## src/rtl/core/icps_pkg.sv

```systemverilog
// ----------------------------------------------------------------------------
// icps_pkg
// Shared types, constants and the round-robin pick function of the crossbar
// scheduler.
// ----------------------------------------------------------------------------
package icps_pkg;

    localparam int PORTS       = 8;
    localparam int PRIORITIES  = 4;
    localparam int COUNT_WIDTH = 8;
    localparam int PORT_W      = 3;
    localparam int PRIO_W      = 2;
    localparam int ROW_W       = PRIO_W + PORT_W;
    localparam int ROWS        = PRIORITIES * PORTS;
    localparam int ROW_BITS    = PORTS * COUNT_WIDTH;
    localparam int USE_W       = 4;
    localparam int MAX_RESULTS = 64;
    localparam int RES_CNT_W   = 7;

    localparam logic [COUNT_WIDTH-1:0] COUNT_MAX = '1;

    // register indexes on the configuration port
    localparam logic [1:0] CFG_ITERATIONS = 2'd0;
    localparam logic [1:0] CFG_SPEEDUP    = 2'd1;
    localparam logic [1:0] CFG_ISLIP_MODE = 2'd2;

    typedef enum logic [1:0] {
        CMD_ENQ   = 2'd0,
        CMD_SCHED = 2'd1,
        CMD_CLEAR = 2'd2,
        CMD_NOP   = 2'd3
    } cmd_t;

    typedef struct packed {
        cmd_t              kind;
        logic [PORT_W-1:0] in_port;
        logic [PORT_W-1:0] out_port;
        logic [PRIO_W-1:0] prio;
    } work_t;

    typedef struct packed {
        logic              match_valid;
        logic [PORT_W-1:0] match_in;
        logic [PORT_W-1:0] match_out;
        logic [PRIO_W-1:0] match_prio;
        logic              last;
    } result_t;

    // first set bit at or after start, searching cyclically; returns {found, index}
    function automatic logic [PORT_W:0] rr_pick(logic [PORTS-1:0] r, logic [PORT_W-1:0] start);
        logic              found;
        logic [PORT_W-1:0] idx;
        logic [PORT_W-1:0] c;
        found = 1'b0;
        idx   = '0;
        for (int s = 0; s < PORTS; s++) begin
            c = start + PORT_W'(s);
            if (!found && r[c]) begin
                found = 1'b1;
                idx   = c;
            end
        end
        return {found, idx};
    endfunction

endpackage

```

## src/rtl/core/icps_front.sv

```systemverilog
// ----------------------------------------------------------------------------
// icps_front
// Accepts commands, classifies them and queues them for the back end.
// ----------------------------------------------------------------------------
module icps_front #(
    parameter int FIFO_DEPTH = 2
) (
    input  logic                          aclk,
    input  logic                          aresetn,
    input  logic                          s_valid,
    output logic                          s_ready,
    input  logic [1:0]                    s_cmd,
    input  logic [icps_pkg::PORT_W-1:0]   s_in_port,
    input  logic [icps_pkg::PORT_W-1:0]   s_out_port,
    input  logic [2:0]                    s_prio,
    output logic                          q_valid,
    output icps_pkg::work_t               q_item,
    input  logic                          q_pop
);
    import icps_pkg::*;

    localparam int AW = $clog2(FIFO_DEPTH);
    localparam int CW = $clog2(FIFO_DEPTH + 1);

    work_t           fifo_reg [FIFO_DEPTH];
    logic [AW-1:0]   wptr_reg;
    logic [AW-1:0]   rptr_reg;
    logic [CW-1:0]   count_reg;
    work_t           item;
    logic            push;
    logic            pop;

    // an enqueue to a priority that does not exist does nothing
    always_comb begin
        item.in_port  = s_in_port;
        item.out_port = s_out_port;
        item.prio     = s_prio[PRIO_W-1:0];
        case (s_cmd)
            CMD_ENQ:   item.kind = (32'(s_prio) < PRIORITIES) ? CMD_ENQ : CMD_NOP;
            CMD_SCHED: item.kind = CMD_SCHED;
            CMD_CLEAR: item.kind = CMD_CLEAR;
            default:   item.kind = CMD_NOP;
        endcase
    end

    assign s_ready = (count_reg != CW'(FIFO_DEPTH));
    assign q_valid = (count_reg != '0);
    assign q_item  = fifo_reg[rptr_reg];
    assign push    = s_valid && s_ready;
    assign pop     = q_pop && q_valid;

    always_ff @(posedge aclk) begin
        if (!aresetn) begin
            wptr_reg  <= '0;
            rptr_reg  <= '0;
            count_reg <= '0;
        end else begin
            if (push) begin
                fifo_reg[wptr_reg] <= item;
                wptr_reg <= (wptr_reg == AW'(FIFO_DEPTH - 1)) ? '0 : wptr_reg + 1'b1;
            end
            if (pop) begin
                rptr_reg <= (rptr_reg == AW'(FIFO_DEPTH - 1)) ? '0 : rptr_reg + 1'b1;
            end
            if (push && !pop) begin
                count_reg <= count_reg + 1'b1;
            end else if (pop && !push) begin
                count_reg <= count_reg - 1'b1;
            end
        end
    end

endmodule

```

## config.mk

```make
export PLATFORM = sky130hd
export DESIGN_NAME = icps_front
export DESIGN_NICKNAME = d
export VERILOG_FILES = /design/src/rtl/core/icps_pkg.sv /design/src/rtl/core/icps_front.sv
export SDC_FILE = /design/constraint.sdc
export NUM_CORES = 1
export LEC_CHECK = 0
export ABC_CLOCK_PERIOD_IN_PS = 2500
export BUFFER_PORTS_ARGS = -buffer_cell sky130_fd_sc_hd__buf_2
export CAP_MARGIN = 10
export CORE_MARGIN = 2
export CORE_UTILIZATION = 49
export DETAILED_ROUTE_END_ITERATION = 10
export PLACE_DENSITY = 0.76
export SYNTH_ARGS = -nofsm -noshare
export SYNTH_HDL_FRONTEND = slang
export SYNTH_SLANG_ARGS = --single-unit
```

## constraint.sdc

```tcl
create_clock -name aclk -period 2.5 [get_ports aclk]
set_input_delay 0.5 -clock aclk [delete_from_list [all_inputs] [get_ports aclk]]
set_output_delay 0.5 -clock aclk [all_outputs]
set_load 0.005 [all_outputs]
```

* Yosys cells after proc, flatten, opt, wreduce, memory -nomap -nowiden
Memories as Yosys holds them, arrays and structs flattened. A register that Yosys moved wholly into a read port is not among the register bits.
Index checks and enable logic that the tools add are counted.
** Storage, ports and cells
- Input port bits :: 15
- Register bits after elaboration :: 4
- Memories :: 1
- Memory bits (writable) :: 20
** Operators by class
- $add $sub $neg :: 4
- Equality and inequality tests :: 3
- Muxes and demuxes :: 11
- Reductions and logical operators :: 9
- Magnitude comparators :: 1
** Memory list
- fifo_reg :: depth 2, width 10, rd ports 1, clocked after Yosys merged registers in 1, write ports 1, RTL line icps_front.sv:25 : work_t fifo_reg [FIFO_DEPTH];
** Operators with widths (count)
- 2-to-1 mux 1 bit :: 7
- 2-to-1 mux 2 bit :: 3
- case mux 2 bit (3 select lines) :: 1
- logical AND 1 bit :: 4
- nonzero test 2 bit :: 2
- < comparator 3 bit (second input constant) :: 1
- adder 1 bit (second input constant) :: 2
- adder 2 x 1 -> 2 bit (second input constant) :: 1
- equality test 2 x 1 -> 1 bit (second input constant) :: 1
- equality test 2 bit (second input constant) :: 1
- zero test 1 bit :: 2
- zero test 2 bit :: 1
- inequality test 2 bit (second input constant) :: 1
- subtractor 2 x 1 -> 2 bit (second input constant) :: 1

* Logic depth before layout (Yosys ltp)
Gate-level depths: netlist of run 1.
- Word-level depth :: 6
- Depth in mapped cells :: 6
- Mapped depth without buffers :: 6

* Worst setup path after synthesis of run 1
OpenSTA, ideal clock, no wires.
- Path type :: input to register
- Start :: input s_valid
- End :: memory fifo_reg[0][0] (netlist bit) (enable)
- Library setup time :: 0.404 ns
- Setup slack :: 0.454 ns
- Stages on the path :: 2
- Data required time :: 2.096 ns
- Data arrival time :: 1.642 ns
- Cells stage by stage :: inv_1 nor4_1
** On the way
- Word-level cells in the longest chain between the ends :: 4
** RTL lines
- from (decl) :: RTL line icps_front.sv:10 : input logic s_valid,
- logical AND 1 bit :: RTL line icps_front.sv:49 : assign push = s_valid && s_ready;
- 2-to-1 mux 1 bit :: RTL line icps_front.sv:58 : if (push) begin
- 2-to-1 mux 1 bit :: RTL line icps_front.sv:53 : if (!aresetn) begin
- 2-to-1 mux 1 bit (implied by the code) :: RTL line icps_front.sv:59 : fifo_reg[wptr_reg] <= item;
- to (decl) :: RTL line icps_front.sv:25
Every way passes these cells.

==> impl_metrics.yaml, run 1 <==
global_route:
  grt_pass1_vias: 565
  grt_max_degree: 14
  grt_pass1_wl_mm: 2.387
  grt_overflow: 0
  grt_antenna_before_repair: 0
  grt.total_usage_pct: 13.31
finish:
  fin_nets: 109
  area_delta_synth_final_pct: 20.54
  antennaDiodeCount: 0
  multi_input_area_um2: 250.2
  largest_reg_flops: 20
  drive_gt1_share_pct: 46.74
  seq_area_um2: 700.7
  n_fill_cell: 166
  post-route-util_pct: 61.38
  fin_area_mm2: 0.001167
yosys:
  synth.distinct_cells: 16
  synth.area.top_cells: "edfxtp_1, mux2_2, dfxtp_1"
  synth_nets: 78
  yosysTopAreaCell: "edfxtp_1"
  synthCells: 62
  synth_warnings: 0
  yosys_register_bits: 25
  synth_top_area_share_pct: 62.02
  synth_area_um2: 968.4
  seq_area_frac_synth_pct: 72.35
  synth.avg_cell_area_um2: 15.62
timing:
  setup_violations: 0
  rsz0062_at_grt: "false"
  drv_slew: 0
  period_needed_ps: 1928
  fmax_mhz: 518.7
  period_share_pct: 77.12
  tightest_slew_ps: 472.1
  hold_viol: 0
  tns_ps: 0
  slew_headroom_pct: 68.53
  skew_ps: 0.9629
place:
  globalplace.congestion: 0.7148
  hpwl_mm: 1.048
  io_buffers: 26
  placed_area_mm2: 0.001141
worst_setup_path:
  reg2reg_depth: 5
  crit_type: "reg2out"
  required_ps: 2000
  worstSetupEndpointType: "primary output"
  r2r-end: "count_reg[1]"
  cp-endpoint: "q_item[5]"
  crit_path_start_kind: "flop"
  timing.rr.start: "count_reg[1]"
  r2r_slack_ps: 820
  critical_path.max_fanout: 10
  critPathArrivalTime_ps: 1430
detailed_routing:
  first_iter_violations: 8
  firstDrtPassIters: 5
  top_layer_used: "met4"
  wl_per_cell_um: 11.89
  wl_met1_um: 613
  dr_wl_met3_um: 81
  drt_wl_total_mm: 1.415
  wl_met2_um: 707
  viasPerCell: 4.840
  drc: 0
  antenna_left: 0
  num_vias: 576
power:
  p_leak_nw: 0.4666
  p_comb_share_pct: 27.2
  ir_drop_mv: 0.5519
  p_sw_share_pct: 27.31
  clkPwrFrac_pct: 16.8
  p_switching_w: 0.0002707
  seqPwrFrac_pct: 56.0
  power.density_mw_per_mm2: 849.3
  p_int_w: 0.0007207
floorplanning:
  dieHeight_um: 48.46
  rows: 16
  die_x_um: 48.46
  coreArea_mm2: 0.001902
  io_pins: 27
  start_util_pct: 50.92
  die_area_mm2: 0.002348
flow_run:
  maxCapViolations: 0
worst_hold_path:
  min_path_type: "in2reg"
clocking:
  h-tree-depth: 1
  cts_root_buf: "clkbuf_4"
  ctsResizeCount: 0
  postCtsHoldBufs: 0
  cts_tree: "built"
  clock_sinks: 25
  cts.clk_slew.worst_paths_ps: 120
  clk_latency_ps: 300
  numCtsBuffers: 3
  cts_buffer_depth: 2
  post_cts_buffers: 0
status:
  outcome: "finished, final reports clean"
layout by cell type, fill, tap and decap left out, types with 2 or more instances in the layout:
cell type / n
mux2_2: 10
edfxtp_1: 20
o21ai_0: 4
or3_1: 2
inv_1: 5
nor2_1: 4
buf_2: 26
dfxtp_1: 5
xor2_1: 3
clkbuf_4: 3
a21oi_1: 2
cells by family (layout without fill, tap and decap cells):
group	after synthesis	in the layout	share of synthesized area, %
DFF	25	25	72.35
muxes	10	10	11.63
adders and majority gates	1	1	1.292
xor gates and xnor gates	3	3	2.714
and+or+nand+nor	10	10	5.685
AOI/OAI and AO/OA	7	7	3.876
buffers and inverters	6	36	2.454
worst max-delay path, stage by stage (launching register included):
cell and delay, ps:
dfxtp_1 610, mux2_2 390, buf_2 130
cells in the mapped netlist (all sizes together):
master / instances
dfxtp: 5
or3: 2
or2: 1
xor2: 3
nor2b: 1
inv: 5
edfxtp: 20
o21ai: 4
a21o: 1
nor4: 1
buf: 1
nor2: 4
mux2: 10
ha: 1
a21oi: 2
and3: 1
power by group through the flow:
stage / logic [W] / registers, W / clock network, W
4_1_cts: 0.000273 / 0.000556 / 0.000173
6_report: 0.000269 / 0.000556 / 0.000166
3_5_place_dp: 0.000271 / 0.000565 / 0
2_1_floorplan: 0.000195 / 0.000537 / 0
3_3_place_gp: 0.000262 / 0.000563 / 0
5_1_grt: 0.000298 / 0.000564 / 0.000194
routing by layer:
metal  vias to the layer above  GRT usage [%]
li1                        287              -
met1                       273          17.16
met2                        14          20.83
met3                         2          3.395
met4                         0          7.143
met5                         -              0
area by class of cell:
cell class,instances,share of cell area (%)
Timing Repair Buffer,27,11.79
Tap cell,27,2.894
Multi-Input combinational cell,31,21.44
Sequential cell,25,60.02
Inverter,5,1.608
Clock buffer,4,2.251
through the flow:
stage          cells  total power [W]  hold slack (ps)  worst slack [ps]
6_report         119        0.0009914            379.5             572.1
3_5_place_dp     115        0.0008362            505.6             785.0
2_1_floorplan     62        0.0007320            466.7             454.1
3_3_place_gp     115        0.0008249            493.8             854.2
5_1_grt          119         0.001056            353.5             480.2
4_1_cts          119         0.001002            369.1             540.7
worst min path at each step:
stage / startpoint / end / slack, ps / cells after the start
floorplan: wptr_reg / wptr_reg / 470 / 2
CTS: s_prio[1] / fifo_reg[1][1] / 370 / 1
global placement: count_reg[1] / count_reg[1] / 490 / 2
detailed placement: rptr_reg / flop / 510 / 2
finish: s_prio[1] / fifo_reg[1][1] / 380 / 1
global route: s_prio[0] / fifo_reg[0][0] / 350 / 1
Note: power is estimated with default switching activity, not from simulation.
==> run 2: changes to the inputs <==
--- a/config.mk
+++ b/config.mk
@@ -5,11 +5,12 @@
 export SDC_FILE = /design/constraint.sdc
 export NUM_CORES = 1
 export LEC_CHECK = 0
-export ABC_CLOCK_PERIOD_IN_PS = 2500
+export ABC_AREA = 1
+export ABC_CLOCK_PERIOD_IN_PS = 1860
 export BUFFER_PORTS_ARGS = -buffer_cell sky130_fd_sc_hd__buf_2
 export CAP_MARGIN = 10
 export CORE_MARGIN = 2
-export CORE_UTILIZATION = 49
+export CORE_UTILIZATION = 50
 export DETAILED_ROUTE_END_ITERATION = 10
 export PLACE_DENSITY = 0.76
 export SYNTH_ARGS = -nofsm -noshare
==> constraint.sdc (replaced) <==
create_clock -name aclk -period 1.86 [get_ports aclk]
set_input_delay 0.372 -clock aclk [delete_from_list [all_inputs] [get_ports aclk]]
set_output_delay 0.372 -clock aclk [all_outputs]
set_load 0.005 [all_outputs]
==> run 2 against run 1 <==
Critical path type unchanged. Routed wire length is 6.6% higher. First-iteration DRC count stayed put. Worst setup slack worse by 380 ps. Cell count is 9.2% higher. Clock skew hardly changed. Synthesized cell count is 16% higher. Non-clock buffer count is 1 higher. Register-to-register slack worse by 350 ps. Via count is 7.6% higher. Largest cell class unchanged. Largest power group unchanged. Sequential cell count stayed put. Core utilization is 1.6 points higher. Area after synthesis is 5.3% higher.
==> impl_metrics.yaml, run 2 <==
status:
  outcome: "finished, final reports clean"
clocking:
  clock_sinks: 25
  postCtsHoldBufs: 0
  numCtsBuffers: 3
  h-tree-depth: 1
  clk_latency_ps: 310
  cts_tree: "built"
  cts.clk_slew.worst_paths_ps: 130
  cts_buffer_depth: 2
  cts_root_buf: "clkbuf_4"
  post_cts_buffers: 0
detailed_routing:
  antenna_left: 0
  firstDrtPassIters: 4
  drc: 0
  wl_per_cell_um: 11.60
  viasPerCell: 4.769
  first_iter_violations: 8
  num_vias: 620
  drt_wl_total_mm: 1.508
place:
  placed_area_mm2: 0.001191
  pre_cts_slack_ps: 361.9
  dp.cells: 126
  globalplace.congestion: 0.8225
  hpwl_mm: 1.100
  io_buffers: 26
timing:
  slew_headroom_pct: 83.66
  period_share_pct: 89.51
  fin_ws_ps: 195.2
  fmax_mhz: 600.7
  drv_slew: 0
  rsz0062_at_grt: "false"
  skew_ps: 1.256
  tns_ps: 0
  tightest_slew_ps: 245.1
  period_needed_ps: 1665
  hold_viol: 0
  setup_violations: 0
global_route:
  grt_overflow: 0
  grt_max_degree: 16
  grt_pass1_vias: 635
  grt_antenna_before_repair: 0
  grt_pass1_wl_mm: 2.670
  grt.total_usage_pct: 14.69
finish:
  most-common-layout-cells: "buf_2, edfxtp_1, mux2_1"
  fin_nets: 120
  drive_gt1_share_pct: 40.78
  largest_reg_flops: 20
  fin_area_mm2: 0.001222
  fin_cells: 130
  post-route-util_pct: 62.95
  antennaDiodeCount: 0
  area_delta_synth_final_pct: 19.88
  final_common_cell: "buf_2"
yosys:
  synth_area_mm2: 0.001020
  yosysMostFrequentCell: "edfxtp_1"
  ys.flop_type: "edfxtp_1"
  synth.distinct_cells: 21
  synth_warnings: 0
  yosys_register_bits: 25
  synth-async-reset-ratio_pct: 0
  synth_top_area_share_pct: 58.90
  seq_area_frac_synth_pct: 68.71
  yosysTopAreaCell: "edfxtp_1"
  synth.avg_cell_area_um2: 14.16
  synthCells: 72
  synth_nets: 88
  synth.area.top_cells: "edfxtp_1, mux2_1, dfxtp_1"
  synth-edff-count: 20
  synth_common_cells: "edfxtp_1, mux2_1, inv_1"
power:
  p_switching_w: 0.0004180
  power.density_mw_per_mm2: 1114
  clkPwrFrac_pct: 17.5
  p_int_w: 0.0009441
  ir_drop_mv: 0.6806
  p_sw_share_pct: 30.68
  seqPwrFrac_pct: 54.6
  p_leak_nw: 0.5004
  p_comb_share_pct: 27.8
worst_setup_path:
  r2r_slack_ps: 470
  crit_type: "reg2out"
  timing.rr.start: "count_reg[0]"
  crit_path_start_kind: "flop"
  r2r-end: "count_reg[1]"
  critPathArrivalTime_ps: 1290
  required_ps: 1490
  reg2reg_depth: 10
  worstSetupEndpointType: "primary output"
  critical_path.max_fanout: 10
floorplanning:
  die_x_um: 49.16
  start_util_pct: 52.51
  rows: 16
  coreArea_mm2: 0.001942
  die_area_mm2: 0.002417
  dieHeight_um: 49.16
  io_pins: 27
worst_hold_path:
  worstHoldPathCells: 1
  holdPathEnd: "fifo_reg[0][7]"
  min_path_type: "in2reg"
  min_from: "s_in_port[2]"
flow_run:
  maxCapViolations: 0
-- run 2: critical path: stages, from the launching register on --
cell and delay, ps:
dfxtp_2 490, mux2_1 350, buf_2 130
-- run 2: what timing repair did --
action                     in CTS  in global routing
gates resized for setup         1                  0
setup endpoints to repair       5                  0
hold endpoints to repair        0                  0
-- run 2: kinds of logic (layout without fill, tap and decap cells) --
logic type      after synthesis  after routing  synth area share (%)
flops                        25             25                 68.71
buf+inv                      11             42                 4.908
compound gates                6              6                 4.171
fa+ha+maj                     1              1                 1.227
mux                          10             10                 11.04
simple gates                 19             19                 9.939
-- run 2: area by class of cell --
cell class,instances,area [µm²]
Fill cell,182,719.4
Sequential cell,25,701.9
Multi-Input combinational cell,36,269.0
Timing Repair Buffer,28,145.1
Inverter,10,42.54
Tap cell,27,33.78
Clock buffer,3,22.52
Clock inverter,1,7.507
-- run 2: worst max-delay path by stage --
stage	start	endpoint	slack (ps)	cells after the start
floorplan	count_reg[0]	fifo_reg[1][0]	170	4
global placement	flop	q_item[6]	390	2
detailed placement	flop	q_item[6]	360	2
CTS	flop	q_item[1]	150	2
global route	flop	q_item[6]	110	2
finish	flop	q_item[1]	200	2
-- run 2: routing by layer --
metal / part of all wire (%) / GRT usage (%) / vias to the layer above
met3: 5.7 / 3.067 / 0
met1: 43 / 19.29 / 290
met4: 0 / 5.714 / 0
met5: 0 / 0 / -
met2: 51 / 23.87 / 19
li1: - / - / 311
-- run 2: per-stage QoR --
step,hold slack (ps),total power (W)
6_report,236.1,0.001362
5_1_grt,216.0,0.001459
4_1_cts,219.9,0.001382
3_5_place_dp,493.0,0.001138
3_3_place_gp,461.0,0.001118
2_1_floorplan,454.9,0.001005
-- run 2: power groups by stage --
stage / Combinational [W] / Clock [W] / Sequential [W]
2_1_floorplan: 0.000281 / 0 / 0.000724
3_5_place_dp: 0.000382 / 0 / 0.000757
6_report: 0.000379 / 0.000239 / 0.000744
5_1_grt: 0.000435 / 0.000267 / 0.000757
4_1_cts: 0.000384 / 0.000252 / 0.000746
3_3_place_gp: 0.000368 / 0 / 0.000751
==> run 3: changes to the inputs <==
--- a/config.mk
+++ b/config.mk
@@ -13,6 +13,7 @@
 export CORE_UTILIZATION = 50
 export DETAILED_ROUTE_END_ITERATION = 10
 export PLACE_DENSITY = 0.76
+export SETUP_SLACK_MARGIN = 0.5
 export SYNTH_ARGS = -nofsm -noshare
 export SYNTH_HDL_FRONTEND = slang
 export SYNTH_SLANG_ARGS = --single-unit
==> run 3 against run 2 <==
First-iteration DRC count decreased by 50%. Routed wire length increased by 19%. Critical path type unchanged. Power increased by 22%. Cell count increased by 4.6%. Design area increased by 17%.
==> impl_metrics.yaml, run 3 (synthesis gave the netlist of run 2 again) <==
status:
  outcome: "finished, final reports clean"
detailed_routing:
  wl_per_cell_um: 13.21
  drt_wl_total_mm: 1.797
  drc: 0
  antenna_left: 0
  num_vias: 658
  first_iter_violations: 4
  viasPerCell: 4.838
  firstDrtPassIters: 4
place:
  hpwl_mm: 1.120
  dp.cells: 124
  io_buffers: 26
  globalplace.congestion: 0.8278
finish:
  seq_area_um2: 711.9
  drive_gt1_share_pct: 60.55
  fin_nets: 126
  largest_reg_flops: 20
  antennaDiodeCount: 0
  n_fill_cell: 131
  fin_cells: 136
  multi_input_area_um2: 351.6
  most-common-layout-cells: "edfxtp_1, buf_2, buf_6"
  area_delta_synth_final_pct: 40.74
  final_common_cell: "edfxtp_1"
global_route:
  grt_pass1_vias: 664
  grt_overflow: 0
  grt_pass1_wl_mm: 2.760
  grt_max_degree: 14
  grt_antenna_before_repair: 0
  grt.total_usage_pct: 15.04
worst_setup_path:
  critPathArrivalTime_ps: 1230
  cp-endpoint: "q_item[3]"
  crit_chain: "buf_6 -> mux2_4 -> buf_6"
  critical_path.max_fanout: 5
  critPathMaxStageDelay_ps: 370
  timing.rr.start: "count_reg[0]"
  required_ps: 1490
  cp_num_buf_inv: 2
  r2r-end: "count_reg[0]"
  worstSetupEndpointType: "primary output"
  crit_slowest_cell: "dfxtp_4"
  reg2reg_depth: 9
  cp.depth: 3
  crit_type: "reg2out"
  crit_top_cell: "buf_6"
  crit_family: "flip-flops"
  r2r_slack_ps: 420
  crit_path_start_kind: "flop"
clocking:
  clock_sinks: 25
  cts_tree: "built"
  h-tree-depth: 1
  cts_buffer_depth: 2
  clk_latency_ps: 300
  postCtsHoldBufs: 0
  cts.clk_slew.worst_paths_ps: 120
  cts_root_buf: "clkbuf_4"
  numCtsBuffers: 3
power:
  clkPwrFrac_pct: 13.5
  p_leak_nw: 0.5980
  p_switching_w: 0.0004983
  p_comb_share_pct: 41.5
  power.density_mw_per_mm2: 1155
  ir_drop_mv: 0.9069
  seqPwrFrac_pct: 44.9
  p_sw_share_pct: 30.05
  p_int_w: 0.001160
timing:
  hold_viol: 0
  fmax_mhz: 625.5
  period_share_pct: 85.95
  drv_slew: 0
  period_needed_ps: 1599
  slew_headroom_pct: 81.00
  tightest_slew_ps: 284.3
  skew_ps: 3.725
  setup_violations: 0
  tns_ps: 0
  rsz0062_at_grt: "true"
floorplanning:
  coreArea_mm2: 0.001942
  dieHeight_um: 49.16
  io_pins: 27
  die_area_mm2: 0.002417
  start_util_pct: 52.51
  die_x_um: 49.16
  rows: 16
worst_hold_path:
  min_path_type: "in2reg"
  min_from: "s_in_port[0]"
flow_run:
  maxCapViolations: 0
## run 3: cell count changes in the layout (fill, tap and decap cells not counted), sizes merged
cell / delta
buf: +6
clkinvlp: -1
clkbuf: +1
## run 3: cell type report
cell class              count  share of cell area, %
clock buffers               4                  1.831
inverters                  10                  3.139
multi-input cells          36                  24.50
flip-flops and latches     25                  49.61
well taps                  27                  2.354
repair buffers             34                  18.57
## run 3: how the worst min path moves through the flow
stage	end	slack [ps]	cells past startpoint
floorplan	wptr_reg	460	2
global placement	wptr_reg	470	2
detailed placement	wptr_reg	480	2
CTS	fifo_reg[1][5]	240	1
global route	fifo_reg[0][3]	220	1
finish	fifo_reg[1][5]	250	1
## run 3: layer usage
metal  up-vias  wire length (µm)  track usage [%]
met3         2                65            3.374
met1       315               750            17.66
met5         -                 0                0
met4         0                 7            4.286
li1        326                 -                -
met2        15               973            27.25
## run 3: what timing repair did
| item | 4_1_cts | 5_1_grt |
|---|---|---|
| endpoints found under the setup margin | 33 | 12 |
| gates resized for setup | 8 | 31 |
| pin swaps | 1 | 3 |
| setup buffers | 2 | 6 |
## run 3: per-stage QoR
stage / cell area (µm²) / hold slack (ps) / setup slack (ps) / utilization [%] / power, W
3_5_place_dp: 1190 / 482.2 / 374.7 / 61.28 / 0.001140
4_1_cts: 1260 / 243.6 / 247.7 / 64.88 / 0.001407
5_1_grt: 1435 / 222.7 / 200.2 / 73.90 / 0.001770
2_1_floorplan: 1033 / 455.1 / 545.9 / - / 0.001013
3_3_place_gp: 1190 / 466.1 / 396.6 / 61.28 / 0.001123
6_report: 1435 / 253.3 / 261.3 / 73.90 / 0.001658
## run 3: power groups by stage
stage	Clock (W)	Sequential, W	Combinational, W
floorplan	0	0.000723	0.000290
detailed placement	0	0.000754	0.000386
global placement	0	0.000751	0.000371
CTS	0.000231	0.000753	0.000423
global route	0.000266	0.000753	0.000751
finish	0.000224	0.000745	0.000689
